==> src/sv/fccm_pkg.sv <==
`default_nettype none

package fccm_pkg;

	localparam logic [31:0] FREE_MARK = 32'h0000_0000;
	localparam logic [31:0] END_MARK  = 32'hFFFF_FFFF;
	localparam logic [31:0] BAD_MARK  = 32'hFFFF_FFFE;

	localparam logic [2:0] CMD_LOAD       = 3'd0;
	localparam logic [2:0] CMD_READ       = 3'd1;
	localparam logic [2:0] CMD_ALLOC      = 3'd2;
	localparam logic [2:0] CMD_APPEND     = 3'd3;
	localparam logic [2:0] CMD_FREE_CHAIN = 3'd4;
	localparam logic [2:0] CMD_NEXT       = 3'd5;
	localparam logic [2:0] CMD_FREE_ONE   = 3'd6;
	localparam logic [2:0] CMD_UNUSED     = 3'd7;

	localparam logic [2:0] STAT_OK     = 3'd0;
	localparam logic [2:0] STAT_NOFREE = 3'd1;
	localparam logic [2:0] STAT_MARK   = 3'd2;
	localparam logic [2:0] STAT_RANGE  = 3'd3;
	localparam logic [2:0] STAT_LIMIT  = 3'd4;

	localparam logic [10:0] USED_RESET = 11'd1024;

	typedef enum logic [3:0] {
		S_CLEAR,
		S_IDLE,
		S_DECODE,
		S_RDWAIT,
		S_WALK,
		S_SCAN,
		S_LINKWR,
		S_LINK,
		S_DONE
	} state_t;

	typedef enum logic [1:0] {
		RD_CLUS,
		RD_LINK,
		RD_TWO,
		RD_SCAN_NXT
	} rd_sel_t;

	typedef enum logic [2:0] {
		WR_NONE,
		WR_CLEAR,
		WR_LOAD,
		WR_FREE_CLUS,
		WR_FREE_CUR,
		WR_END_SCAN,
		WR_LINK_TAIL
	} wr_sel_t;

	typedef enum logic {
		RES_SCAN,
		RES_LINK
	} res_sel_t;

	typedef struct packed {
		logic       capture;
		logic       clr_step;
		logic       rd_en;
		rd_sel_t    rd_sel;
		wr_sel_t    wr_sel;
		logic       walk_init;
		logic       walk_adv;
		logic       scan_init;
		logic       scan_adv;
		logic       status_we;
		logic [2:0] status_val;
		logic       res_we;
		res_sel_t   res_sel;
		logic       rd_we;
	} dp_ctrl_t;

	typedef struct packed {
		logic [2:0] cmd;
		logic       in_range;
		logic       clus_low;
		logic       is_free;
		logic       is_end;
		logic       is_bad;
		logic       link_oor;
		logic       steps_at_lim;
		logic       scan_at_end;
		logic       two_at_end;
		logic       clear_last;
	} dp_stat_t;

endpackage

`default_nettype wire

==> src/sv/fccm_ctrl.sv <==
`default_nettype none

module fccm_ctrl (
	input  wire logic               clk,
	input  wire logic               arst_n,
	input  wire logic               start,
	input  wire fccm_pkg::dp_stat_t stat,
	output fccm_pkg::dp_ctrl_t      ctrl,
	output logic                    busy,
	output logic                    done
);

	fccm_pkg::state_t state_q;
	fccm_pkg::state_t state_nxt;

	always_ff @(posedge clk or negedge arst_n) begin
		if (!arst_n)
			state_q <= fccm_pkg::S_CLEAR;
		else
			state_q <= state_nxt;
	end

	// next state
	always_comb begin
		state_nxt = state_q;
		case (state_q)
			fccm_pkg::S_CLEAR:
				if (stat.clear_last)
					state_nxt = fccm_pkg::S_IDLE;
			fccm_pkg::S_IDLE:
				if (start)
					state_nxt = fccm_pkg::S_DECODE;
			fccm_pkg::S_DECODE: begin
				if (stat.cmd == fccm_pkg::CMD_ALLOC)
					state_nxt = stat.two_at_end ? fccm_pkg::S_DONE : fccm_pkg::S_SCAN;
				else if (stat.cmd == fccm_pkg::CMD_UNUSED || !stat.in_range)
					state_nxt = fccm_pkg::S_DONE;
				else begin
					case (stat.cmd)
						fccm_pkg::CMD_READ:       state_nxt = fccm_pkg::S_RDWAIT;
						fccm_pkg::CMD_APPEND,
						fccm_pkg::CMD_FREE_CHAIN: state_nxt = fccm_pkg::S_WALK;
						fccm_pkg::CMD_NEXT:
							state_nxt = stat.clus_low ? fccm_pkg::S_DONE : fccm_pkg::S_LINK;
						default:                  state_nxt = fccm_pkg::S_DONE;
					endcase
				end
			end
			fccm_pkg::S_WALK: begin
				if (stat.is_end) begin
					if (stat.cmd == fccm_pkg::CMD_APPEND && !stat.two_at_end)
						state_nxt = fccm_pkg::S_SCAN;
					else
						state_nxt = fccm_pkg::S_DONE;
				end else if (stat.steps_at_lim || stat.is_bad || stat.link_oor)
					state_nxt = fccm_pkg::S_DONE;
			end
			fccm_pkg::S_SCAN: begin
				if (stat.is_free)
					state_nxt = (stat.cmd == fccm_pkg::CMD_APPEND) ?
						fccm_pkg::S_LINKWR : fccm_pkg::S_DONE;
				else if (stat.scan_at_end)
					state_nxt = fccm_pkg::S_DONE;
			end
			fccm_pkg::S_LINKWR,
			fccm_pkg::S_LINK,
			fccm_pkg::S_RDWAIT:
				state_nxt = fccm_pkg::S_DONE;
			fccm_pkg::S_DONE:
				state_nxt = fccm_pkg::S_IDLE;
			default:
				state_nxt = fccm_pkg::S_IDLE;
		endcase
	end

	// datapath commands
	always_comb begin
		ctrl            = '0;
		ctrl.rd_sel     = fccm_pkg::RD_CLUS;
		ctrl.wr_sel     = fccm_pkg::WR_NONE;
		ctrl.res_sel    = fccm_pkg::RES_SCAN;
		ctrl.status_val = fccm_pkg::STAT_OK;
		busy            = 1'b1;
		done            = 1'b0;
		case (state_q)
			fccm_pkg::S_CLEAR: begin
				ctrl.wr_sel   = fccm_pkg::WR_CLEAR;
				ctrl.clr_step = 1'b1;
			end
			fccm_pkg::S_IDLE: begin
				busy         = 1'b0;
				ctrl.capture = start;
			end
			fccm_pkg::S_DECODE: begin
				if (stat.cmd == fccm_pkg::CMD_ALLOC) begin
					if (stat.two_at_end) begin
						ctrl.status_we  = 1'b1;
						ctrl.status_val = fccm_pkg::STAT_NOFREE;
					end else begin
						ctrl.rd_en     = 1'b1;
						ctrl.rd_sel    = fccm_pkg::RD_TWO;
						ctrl.scan_init = 1'b1;
					end
				end else if (stat.cmd == fccm_pkg::CMD_UNUSED || !stat.in_range) begin
					ctrl.status_we  = 1'b1;
					ctrl.status_val = fccm_pkg::STAT_RANGE;
				end else begin
					case (stat.cmd)
						fccm_pkg::CMD_LOAD:
							ctrl.wr_sel = fccm_pkg::WR_LOAD;
						fccm_pkg::CMD_READ:
							ctrl.rd_en = 1'b1;
						fccm_pkg::CMD_APPEND,
						fccm_pkg::CMD_FREE_CHAIN: begin
							ctrl.rd_en     = 1'b1;
							ctrl.walk_init = 1'b1;
						end
						fccm_pkg::CMD_NEXT: begin
							if (stat.clus_low) begin
								ctrl.status_we  = 1'b1;
								ctrl.status_val = fccm_pkg::STAT_MARK;
							end else
								ctrl.rd_en = 1'b1;
						end
						fccm_pkg::CMD_FREE_ONE:
							ctrl.wr_sel = fccm_pkg::WR_FREE_CLUS;
						default: ;
					endcase
				end
			end
			fccm_pkg::S_WALK: begin
				if (stat.is_end) begin
					if (stat.cmd == fccm_pkg::CMD_FREE_CHAIN)
						ctrl.wr_sel = fccm_pkg::WR_FREE_CUR;
					else if (stat.two_at_end) begin
						ctrl.status_we  = 1'b1;
						ctrl.status_val = fccm_pkg::STAT_NOFREE;
					end else begin
						ctrl.rd_en     = 1'b1;
						ctrl.rd_sel    = fccm_pkg::RD_TWO;
						ctrl.scan_init = 1'b1;
					end
				end else if (stat.steps_at_lim) begin
					ctrl.status_we  = 1'b1;
					ctrl.status_val = fccm_pkg::STAT_LIMIT;
				end else if (stat.is_bad) begin
					ctrl.status_we  = 1'b1;
					ctrl.status_val = fccm_pkg::STAT_MARK;
				end else begin
					// free chain clears the word before leaving the table or moving on
					if (stat.cmd == fccm_pkg::CMD_FREE_CHAIN)
						ctrl.wr_sel = fccm_pkg::WR_FREE_CUR;
					if (stat.link_oor) begin
						ctrl.status_we  = 1'b1;
						ctrl.status_val = fccm_pkg::STAT_RANGE;
					end else begin
						ctrl.rd_en    = 1'b1;
						ctrl.rd_sel   = fccm_pkg::RD_LINK;
						ctrl.walk_adv = 1'b1;
					end
				end
			end
			fccm_pkg::S_SCAN: begin
				if (stat.is_free) begin
					ctrl.wr_sel  = fccm_pkg::WR_END_SCAN;
					ctrl.res_we  = 1'b1;
					ctrl.res_sel = fccm_pkg::RES_SCAN;
				end else if (stat.scan_at_end) begin
					ctrl.status_we  = 1'b1;
					ctrl.status_val = fccm_pkg::STAT_NOFREE;
				end else begin
					ctrl.rd_en    = 1'b1;
					ctrl.rd_sel   = fccm_pkg::RD_SCAN_NXT;
					ctrl.scan_adv = 1'b1;
				end
			end
			fccm_pkg::S_LINKWR:
				ctrl.wr_sel = fccm_pkg::WR_LINK_TAIL;
			fccm_pkg::S_LINK: begin
				if (stat.is_bad || stat.is_end) begin
					ctrl.status_we  = 1'b1;
					ctrl.status_val = fccm_pkg::STAT_MARK;
				end else if (stat.link_oor) begin
					ctrl.status_we  = 1'b1;
					ctrl.status_val = fccm_pkg::STAT_RANGE;
				end else begin
					ctrl.res_we  = 1'b1;
					ctrl.res_sel = fccm_pkg::RES_LINK;
				end
			end
			fccm_pkg::S_RDWAIT:
				ctrl.rd_we = 1'b1;
			fccm_pkg::S_DONE:
				done = 1'b1;
			default: ;
		endcase
	end

endmodule

`default_nettype wire

==> config.mk <==
export PLATFORM = sky130hd
export DESIGN_NAME = fccm_ctrl
export DESIGN_NICKNAME = d
export VERILOG_FILES = /design/src/sv/fccm_pkg.sv /design/src/sv/fccm_ctrl.sv
export SDC_FILE = /design/constraint.sdc
export NUM_CORES = 1
export LEC_CHECK = 0
export BUFFER_PORTS_ARGS = -buffer_cell sky130_fd_sc_hd__buf_4
export CORE_MARGIN = 5
export CORE_UTILIZATION = 35
export CTS_CLUSTER_DIAMETER = 40
export CTS_CLUSTER_SIZE = 8
export DETAILED_ROUTE_END_ITERATION = 6
export SYNTH_ARGS = -nofsm -noshare
export SYNTH_HDL_FRONTEND = slang
export SYNTH_SLANG_ARGS = --single-unit
==> constraint.sdc <==
create_clock -name clk -period 6.12 [get_ports clk]
set_clock_uncertainty 0.1 [all_clocks]
set_input_delay 1.224 -clock clk [delete_from_list [all_inputs] [get_ports clk]]
set_output_delay 1.224 -clock clk [all_outputs]
set_load 0.05 [all_outputs]
==> reports/results.ini, run 1 <==
[finish]
post-route-util_pct=45.9
layout-drive-gt1-share_pct=34.0
syn_to_final_growth_pct=26.9
diodes=0
largest_register=state_q
largest_reg_flops=4
reg.largest.list=state_q: 4 flops
num-nets-final=168

[synth]
synth_cell_type_count=51
async_reset_ff_share_pct=100
syn_avg_cell_area_um2=7.27
synth_edf_count=0
synth_area_um2=880
yosys-top-cells-count=a21oi_1, nand2_1, nand3_1, nor2_1, o21ai_0
ys_seq_elements=4
yosys_most_used_dff=dfrtp_1
synthMuxAreaShare_pct=1.14
synth_compound_area_share_pct=31.4
postSynthCellCount=121
yosysWarnings=0
synth_nets=137
synth_top_family_by_area=simple AND/OR/NAND/NOR gates
synth_area_leader_cell=dfrtp_1
synth_simple_gate_area_share_pct=41.8
synth.area.top_cells=dfrtp_1, clkbuf_8, a21oi_1, nand3_1, o21ai_0
synthXorXnorAreaFrac_pct=0
seq_area_frac_synth_pct=11.4
synth_top_area_share_pct=11.4
yosys.area_share.adder_pct=0

[floorplanning]
start_util_pct=36.2
rows=18
core-area_um2=2430
die_height_um=60.1
num_io_pins=37
die_w_um=60.1
die_area_um2=3620

[place]
place_ws_ps=2120
place_hpwl_um=2220
numPortBuffers=36
gp_congestion=0.868

[worst_setup_path]
critical_path.slowest_cell=or3_1
ff2ff_setup_slack_ps=4050
cp_max_fo=11
start_kind=input pin
cp_top_family=simple AND/OR/NAND/NOR gates
slowest_delay_ps=440
timing.rr.start=state_q[0]
r2r_end=state_q[0]
required_ps=4800
reg2reg_depth=4
end_kind=output port
arrival_ps=2680
crit_buf_inv=4
worst-setup-path-type=input pin to output port
worstPathCellList=buf_4 > or3_1 > or3_4 > inv_2 > nor2_1 > clkinv_2 > or3_1 > buf_4

[pwr]
p_leak_nw=0.501
powerDensity_nw_per_um2=285
peakVddDrop_mv=0.212

[job]
drv_cap=0

[detailed_routing]
via_count=1034
firstDrtPassIters=4
initialDrtViolationCount=58
ant_nets=0
routed_wl_um=2790
routed_via_density=5.74
avgRoutedWirePerCell_um=15.5
drc=0

[cts]
clkSlewWorstSetupHoldPaths_ps=40
post_cts_buffers=0
clock-sinks=4
hold_buffers=0
cts_max_level=1
max-clock-path-buffers=2
cts_root_buf=clkbuf_4
cts_tree=done
cts_resized=0
clock_latency_ps=230
cts_buffers=3

[global_routing]
grtUsageTotal_pct=16.7
antenna_found_initial=0
grt_pass1_wl_um=4730
grt-ovfl-total=0
grt_start_max_net_pins=19
grt_pass1_vias=982

[timing]
fmax_ghz=0.250
min_period_ps=4010
setup_slack_ps=2110
rsz0062_at_grt=no
drv_slew=0
setup_viol_count_final=0
hold_viol=0
slew_headroom_pct=56.2
final.setup.tns_ps=0
timing.final.crit_share_pct=65.5
worst_pin_slew_ps=647

[min_path]
hold_class=input pin to asynchronous set/reset pin

[outcome]
status=finished, final reports clean

==> per-stage QoR <==
step	instance area, um^2	total power, mW	std cells	hold slack [ps]
final	1120	0.318	180	681
after global routing	1120	0.342	180	665
after CTS	1120	0.319	180	675
after detailed placement	1090	0.287	177	699
after global placement	1090	0.284	177	712
after floorplan	880	0.238	121	575
==> cells by family after synthesis <==
group	after synthesis
compound gates	39
buf+inv	18
flops	4
simple gates	59
mux	1
==> layout make-up <==
class,count,area [um^2]
Inverter,8,31.3
Sequential cell,4,100
Tap cell,30,37.5
Multi-Input combinational cell,99,654
Fill cell,267,1320
Clock buffer,3,22.5
Timing Repair Buffer,36,270
==> worst reg2reg max path, stage by stage, from the launching register on <==
cell and delay [ps]:
dfrtp_1 570, or4b_4 630, a2111oi_4 400, a211oi_1 90, a31oi_1 200
==> layout by cell type (no fill, tap or decap), types with 3 or more instances in the layout <==
cell       n
buf_4     36
nor2_1     8
nand2_1    8
nand3_1    8
o21ai_0    8
a21oi_1    8
inv_1      6
nor2b_1    5
a31oi_1    5
dfrtp_1    4
and3_1     3
nor4_1     3
o211ai_1   3
clkbuf_4   3
==> power by group <==
group          switching [mW]  internal [mW]  total (mW)
registers              0.0295         0.0335      0.0630
logic                   0.144         0.0794       0.224
clock network         0.00957         0.0219      0.0314
==> how the worst max path moves through the flow <==
stage / end / start / slack, ps / cells past startpoint
6_report: ctrl[16] / stat[6] / 2110 / 8
5_1_grt: ctrl[16] / stat[6] / 2020 / 8
2_1_floorplan: ctrl[11] / stat[11] / 1310 / 4
3_5_place_dp: ctrl[16] / stat[6] / 2120 / 8
3_3_place_gp: ctrl[16] / stat[6] / 2150 / 8
4_1_cts: ctrl[16] / stat[6] / 2120 / 8
==> layer usage <==
layer	global-route usage [%]	up-vias	share of wire (%)
met1	23.2	480	45
met4	1.90	0	0
met2	27.3	38	47
met5	0	-	0
li1	-	516	-
met3	3.24	0	8.1
(Power assumes the default switching activity.)
==> run 2, diff against run 1 <==
clock period = 3.3 ns   (was 6.12 ns; I/O delays follow)
==> run 2 against run 1 <==
Cell area is 4.3% higher; worst setup slack worse by 1800 ps; core utilization is 2.0 points higher; via count is 3.2% higher; critical path depth is 1 lower; die area stayed put; first-iteration DRC count is 6.9% lower; sequential power is 62% higher.
==> reports/results.ini, run 2 (synthesized netlist as in run 1, its figures left out) <==
[cts]
cts_root_buf=clkbuf_4
clock_latency_ps=240
cts_tree=done
clkSlewWorstSetupHoldPaths_ps=40
max-clock-path-buffers=2
clock-sinks=4
cts_max_level=1
post_cts_buffers=0
hold_buffers=0
cts_buffers=3
cts_resized=0

[finish]
fillers=253
largest_reg_flops=4
layout_common_cells=buf_4, nor2_1, nand2_1, nand3_1, o21ai_0
num-nets-final=172
diodes=0
layout-drive-gt1-share_pct=37.7
reg.largest.list=state_q: 4 flops
largest_register=state_q
syn_to_final_growth_pct=32.3
mostFrequentLayoutCell=buf_4

[worst_setup_path]
end_kind=output port
slowest_delay_ps=620
arrival_ps=2200
start_kind=register
worst-setup-path-type=register to output port
required_ps=2540
critical_path.slowest_cell=or4b_4
timing.rr.start=state_q[1]
critPathLaunch=state_q[1]
cp_max_fo=14
worstPathCellList=or4b_4 > or3_4 > inv_2 > nor2_1 > clkinv_2 > or3_1 > buf_4

[detailed_routing]
avgRoutedWirePerCell_um=15.4
firstDrtPassIters=4
ant_nets=0
drc=0
routed_via_density=5.80
via_count=1067
routed_wl_um=2830
initialDrtViolationCount=54

[pwr]
peakVddDrop_mv=0.337
p_leak_nw=0.527
powerDensity_nw_per_um2=530

[timing]
slew_headroom_pct=53.1
hold_ws_ps=112
min_period_ps=2960
worst_pin_slew_ps=701
hold_viol=0
drv_slew=0
setup_viol_count_final=0
rsz0062_at_grt=no
fmax_ghz=0.338
final.setup.tns_ps=0
timing.final.crit_share_pct=89.7

[global_routing]
antenna_found_initial=0
grtUsageTotal_pct=16.4
grt_pass1_vias=989
grt_start_max_net_pins=15
grt-ovfl-total=0
grt_pass1_wl_um=4600

[floorplanning]
core-area_um2=2430
die_height_um=60.1
die_w_um=60.1
die_area_um2=3620
rows=18
start_util_pct=36.2
num_io_pins=37

[place]
gp_congestion=0.845
numPortBuffers=36
place_hpwl_um=2310

[min_path]
hold_class=input pin to asynchronous set/reset pin

[outcome]
status=finished, final reports clean

[job]
drv_cap=0

==> run 2: worst paths after layout <==
check,slack [ps],depth (start not counted),end
worst max register to register,1300,4,state_q[1]
worst min-delay path,110,1,state_q[0]
worst max-delay path,340,7,ctrl[16]
max in group asynchronous,2880,1,state_q[2]
min in group clk,570,2,state_q[3]
worst min register to register,570,2,state_q[3]
==> run 2: critical path, delay by kind of cell, from the launching register on <==
family	cells	cell delay, ps
buffers and inverters	3	320
flip-flops	1	510
AND/OR/NAND/NOR	4	1150
==> run 2: through the flow <==
step | power (mW) | cell area (um^2) | setup slack, ps | util, % | cells
detailed placement | 0.554 | 1140 | 417 | 46.9 | 181
floorplan | 0.450 | 897 | 153 | - | 121
CTS | 0.617 | 1160 | 330 | 47.8 | 184
global route | 0.656 | 1160 | 221 | 47.8 | 184
global placement | 0.552 | 1140 | 451 | 46.9 | 181
finish | 0.617 | 1160 | 340 | 47.8 | 184
==> run 2: power breakdown <==
part	internal, mW	switching, mW
sequential	0.0625	0.0394
combinational	0.163	0.290
clock	0.0408	0.0214
total	0.266	0.351
==> run 2: area by class of cell <==
| cell class | instances | area [um^2] | area share [%] |
|---|---|---|---|
| inverters | 8 | 31.3 | 2.69 |
| well taps | 30 | 37.5 | 3.23 |
| repair buffers | 40 | 300 | 25.8 |
| multi-input cells | 99 | 672 | 57.7 |
| clock buffers | 3 | 22.5 | 1.94 |
| flip-flops and latches | 4 | 100 | 8.60 |
==> run 2: layer usage <==
metal	vias to the layer above	wire [um]	track usage, %
li1	527	-	-
met1	501	1280	22.8
met2	39	1350	26.7
met3	0	207	2.59
met4	0	0	2.85
met5	-	0	0
==> run 3, diff against run 2 <==
==> constraint.sdc (replaced) <==
create_clock -name clk -period 3.3 [get_ports clk]
set_clock_uncertainty 0.1 [all_clocks]
set_input_delay 0.33 -clock clk [delete_from_list [all_inputs] [get_ports clk]]
set_output_delay 0.33 -clock clk [all_outputs]
set_load 0.05 [all_outputs]
==> run 3 against run 2 <==
Sequential power up 12%; hold slack better by 240 ps; combinational power fell by 8.6%; clock power decreased by 5.3%; critical endpoint unchanged; count of clock-buffer cells in the layout is the same; critical path depth is the same; register-to-register slack lost 30 ps.
==> reports/results.ini, run 3 (synthesized netlist as in run 1, its figures left out) <==
[cts]
clkSlewWorstSetupHoldPaths_ps=40
cts_root_buf=clkbuf_4
cts_max_level=1
max-clock-path-buffers=2
clock_latency_ps=230
cts_buffers=3
clock-sinks=4
cts_tree=done
post_cts_buffers=0

[timing]
worst_pin_slew_ps=564
final.setup.tns_ps=0
setup_slack_ps=663
min_period_ps=2640
timing.final.crit_share_pct=79.9
slew_headroom_pct=62.3
rsz0062_at_grt=no
hold_viol=0
setup_viol_count_final=0
fmax_ghz=0.379
hold_ws_ps=347
drv_slew=0

[detailed_routing]
routed_via_density=5.66
initialDrtViolationCount=31
routed_wl_um=2700
ant_nets=0
drc=0
firstDrtPassIters=4
avgRoutedWirePerCell_um=14.8
via_count=1031

[floorplanning]
die_area_um2=3620
rows=18
num_io_pins=37
start_util_pct=36.2
core-area_um2=2430
die_w_um=60.1
die_height_um=60.1

[place]
place_hpwl_um=2190
gp_congestion=0.803
place_ws_ps=909
numPortBuffers=36
dp.cells=178

[worst_setup_path]
end_kind=output port
arrival_ps=2210
worst-setup-path-type=register to output port
r2r_end=state_q[0]
slowest_delay_ps=600
critical_path.slowest_cell=or4b_4
worstPathCellList=or4b_4 > or3_4 > inv_2 > nor2_1 > clkinv_2 > or3_1 > buf_4
start_kind=register
required_ps=2870
timing.rr.start=state_q[0]
cp_max_fo=18
ff2ff_setup_slack_ps=1270
crit_buf_inv=3
cp_top_family=simple AND/OR/NAND/NOR gates
reg2reg_depth=4

[finish]
instances_no_fill=182
diodes=0
mostFrequentLayoutCell=buf_4
largest_reg_flops=4
largest_register=state_q
syn_to_final_growth_pct=28.9
post-route-util_pct=46.6
layout-drive-gt1-share_pct=34.2
reg.largest.list=state_q: 4 flops
num-nets-final=170

[global_routing]
grt_start_max_net_pins=19
grt_pass1_wl_um=4470
grtUsageTotal_pct=15.7
antenna_found_initial=0
grt_pass1_vias=953
grt-ovfl-total=0

[outcome]
status=finished, final reports clean

[job]
drv_cap=0

[pwr]
powerDensity_nw_per_um2=517
peakVddDrop_mv=0.321
p_leak_nw=0.510

[min_path]
hold_class=input pin to asynchronous set/reset pin

run 3: cell count changes in the layout (fill, tap and decap cells not counted), sizes merged:
cell / change
buf: -3
dlygate4sd3: +1
run 3: timing repair:
action,CTS,global route
hold endpoints to repair,4,0
hold buffers,1,0
setup endpoints to repair,0,0
gates resized for setup,0,0
run 3: layout make-up:
class                           count  area (um^2)
Tap cell                           30         37.5
Inverter                            8         31.3
Multi-Input combinational cell     99          654
Sequential cell                     4          100
Clock buffer                        3         22.5
Fill cell                         258         1300
Timing Repair Buffer               38          288
run 3: worst max-delay path by stage:
stage / end / cells after the start / from / slack, ps
after floorplan: ctrl[11] / 4 / stat[11] / 280
final: ctrl[16] / 7 / state_q[0] / 660
after CTS: ctrl[16] / 7 / state_q[0] / 660
after global routing: ctrl[16] / 7 / state_q[0] / 560
after detailed placement: ctrl[16] / 7 / state_q[0] / 910
after global placement: ctrl[16] / 7 / state_q[0] / 950
run 3: power by group:
part | internal (mW) | total [mW] | switching [mW]
logic | 0.148 | 0.414 | 0.266
registers | 0.0622 | 0.114 | 0.0516
clock network | 0.0406 | 0.0589 | 0.0184
run 3: layer usage:
layer | wire [um] | vias up | share of wire [%] | global-route usage, %
met5 | 0 | - | 0 | 0
met4 | 0 | 0 | 0 | 1.27
met3 | 217 | 0 | 8.0 | 1.94
met2 | 1260 | 39 | 47 | 26.2
met1 | 1220 | 468 | 45 | 22.2
li1 | - | 524 | - | -
run 3: through the flow:
step           total power [mW]  instance area [um^2]
3_5_place_dp              0.526                  1100
4_1_cts                   0.589                  1130
5_1_grt                   0.625                  1130
6_report                  0.587                  1130
3_3_place_gp              0.525                  1100
2_1_floorplan             0.441                   880
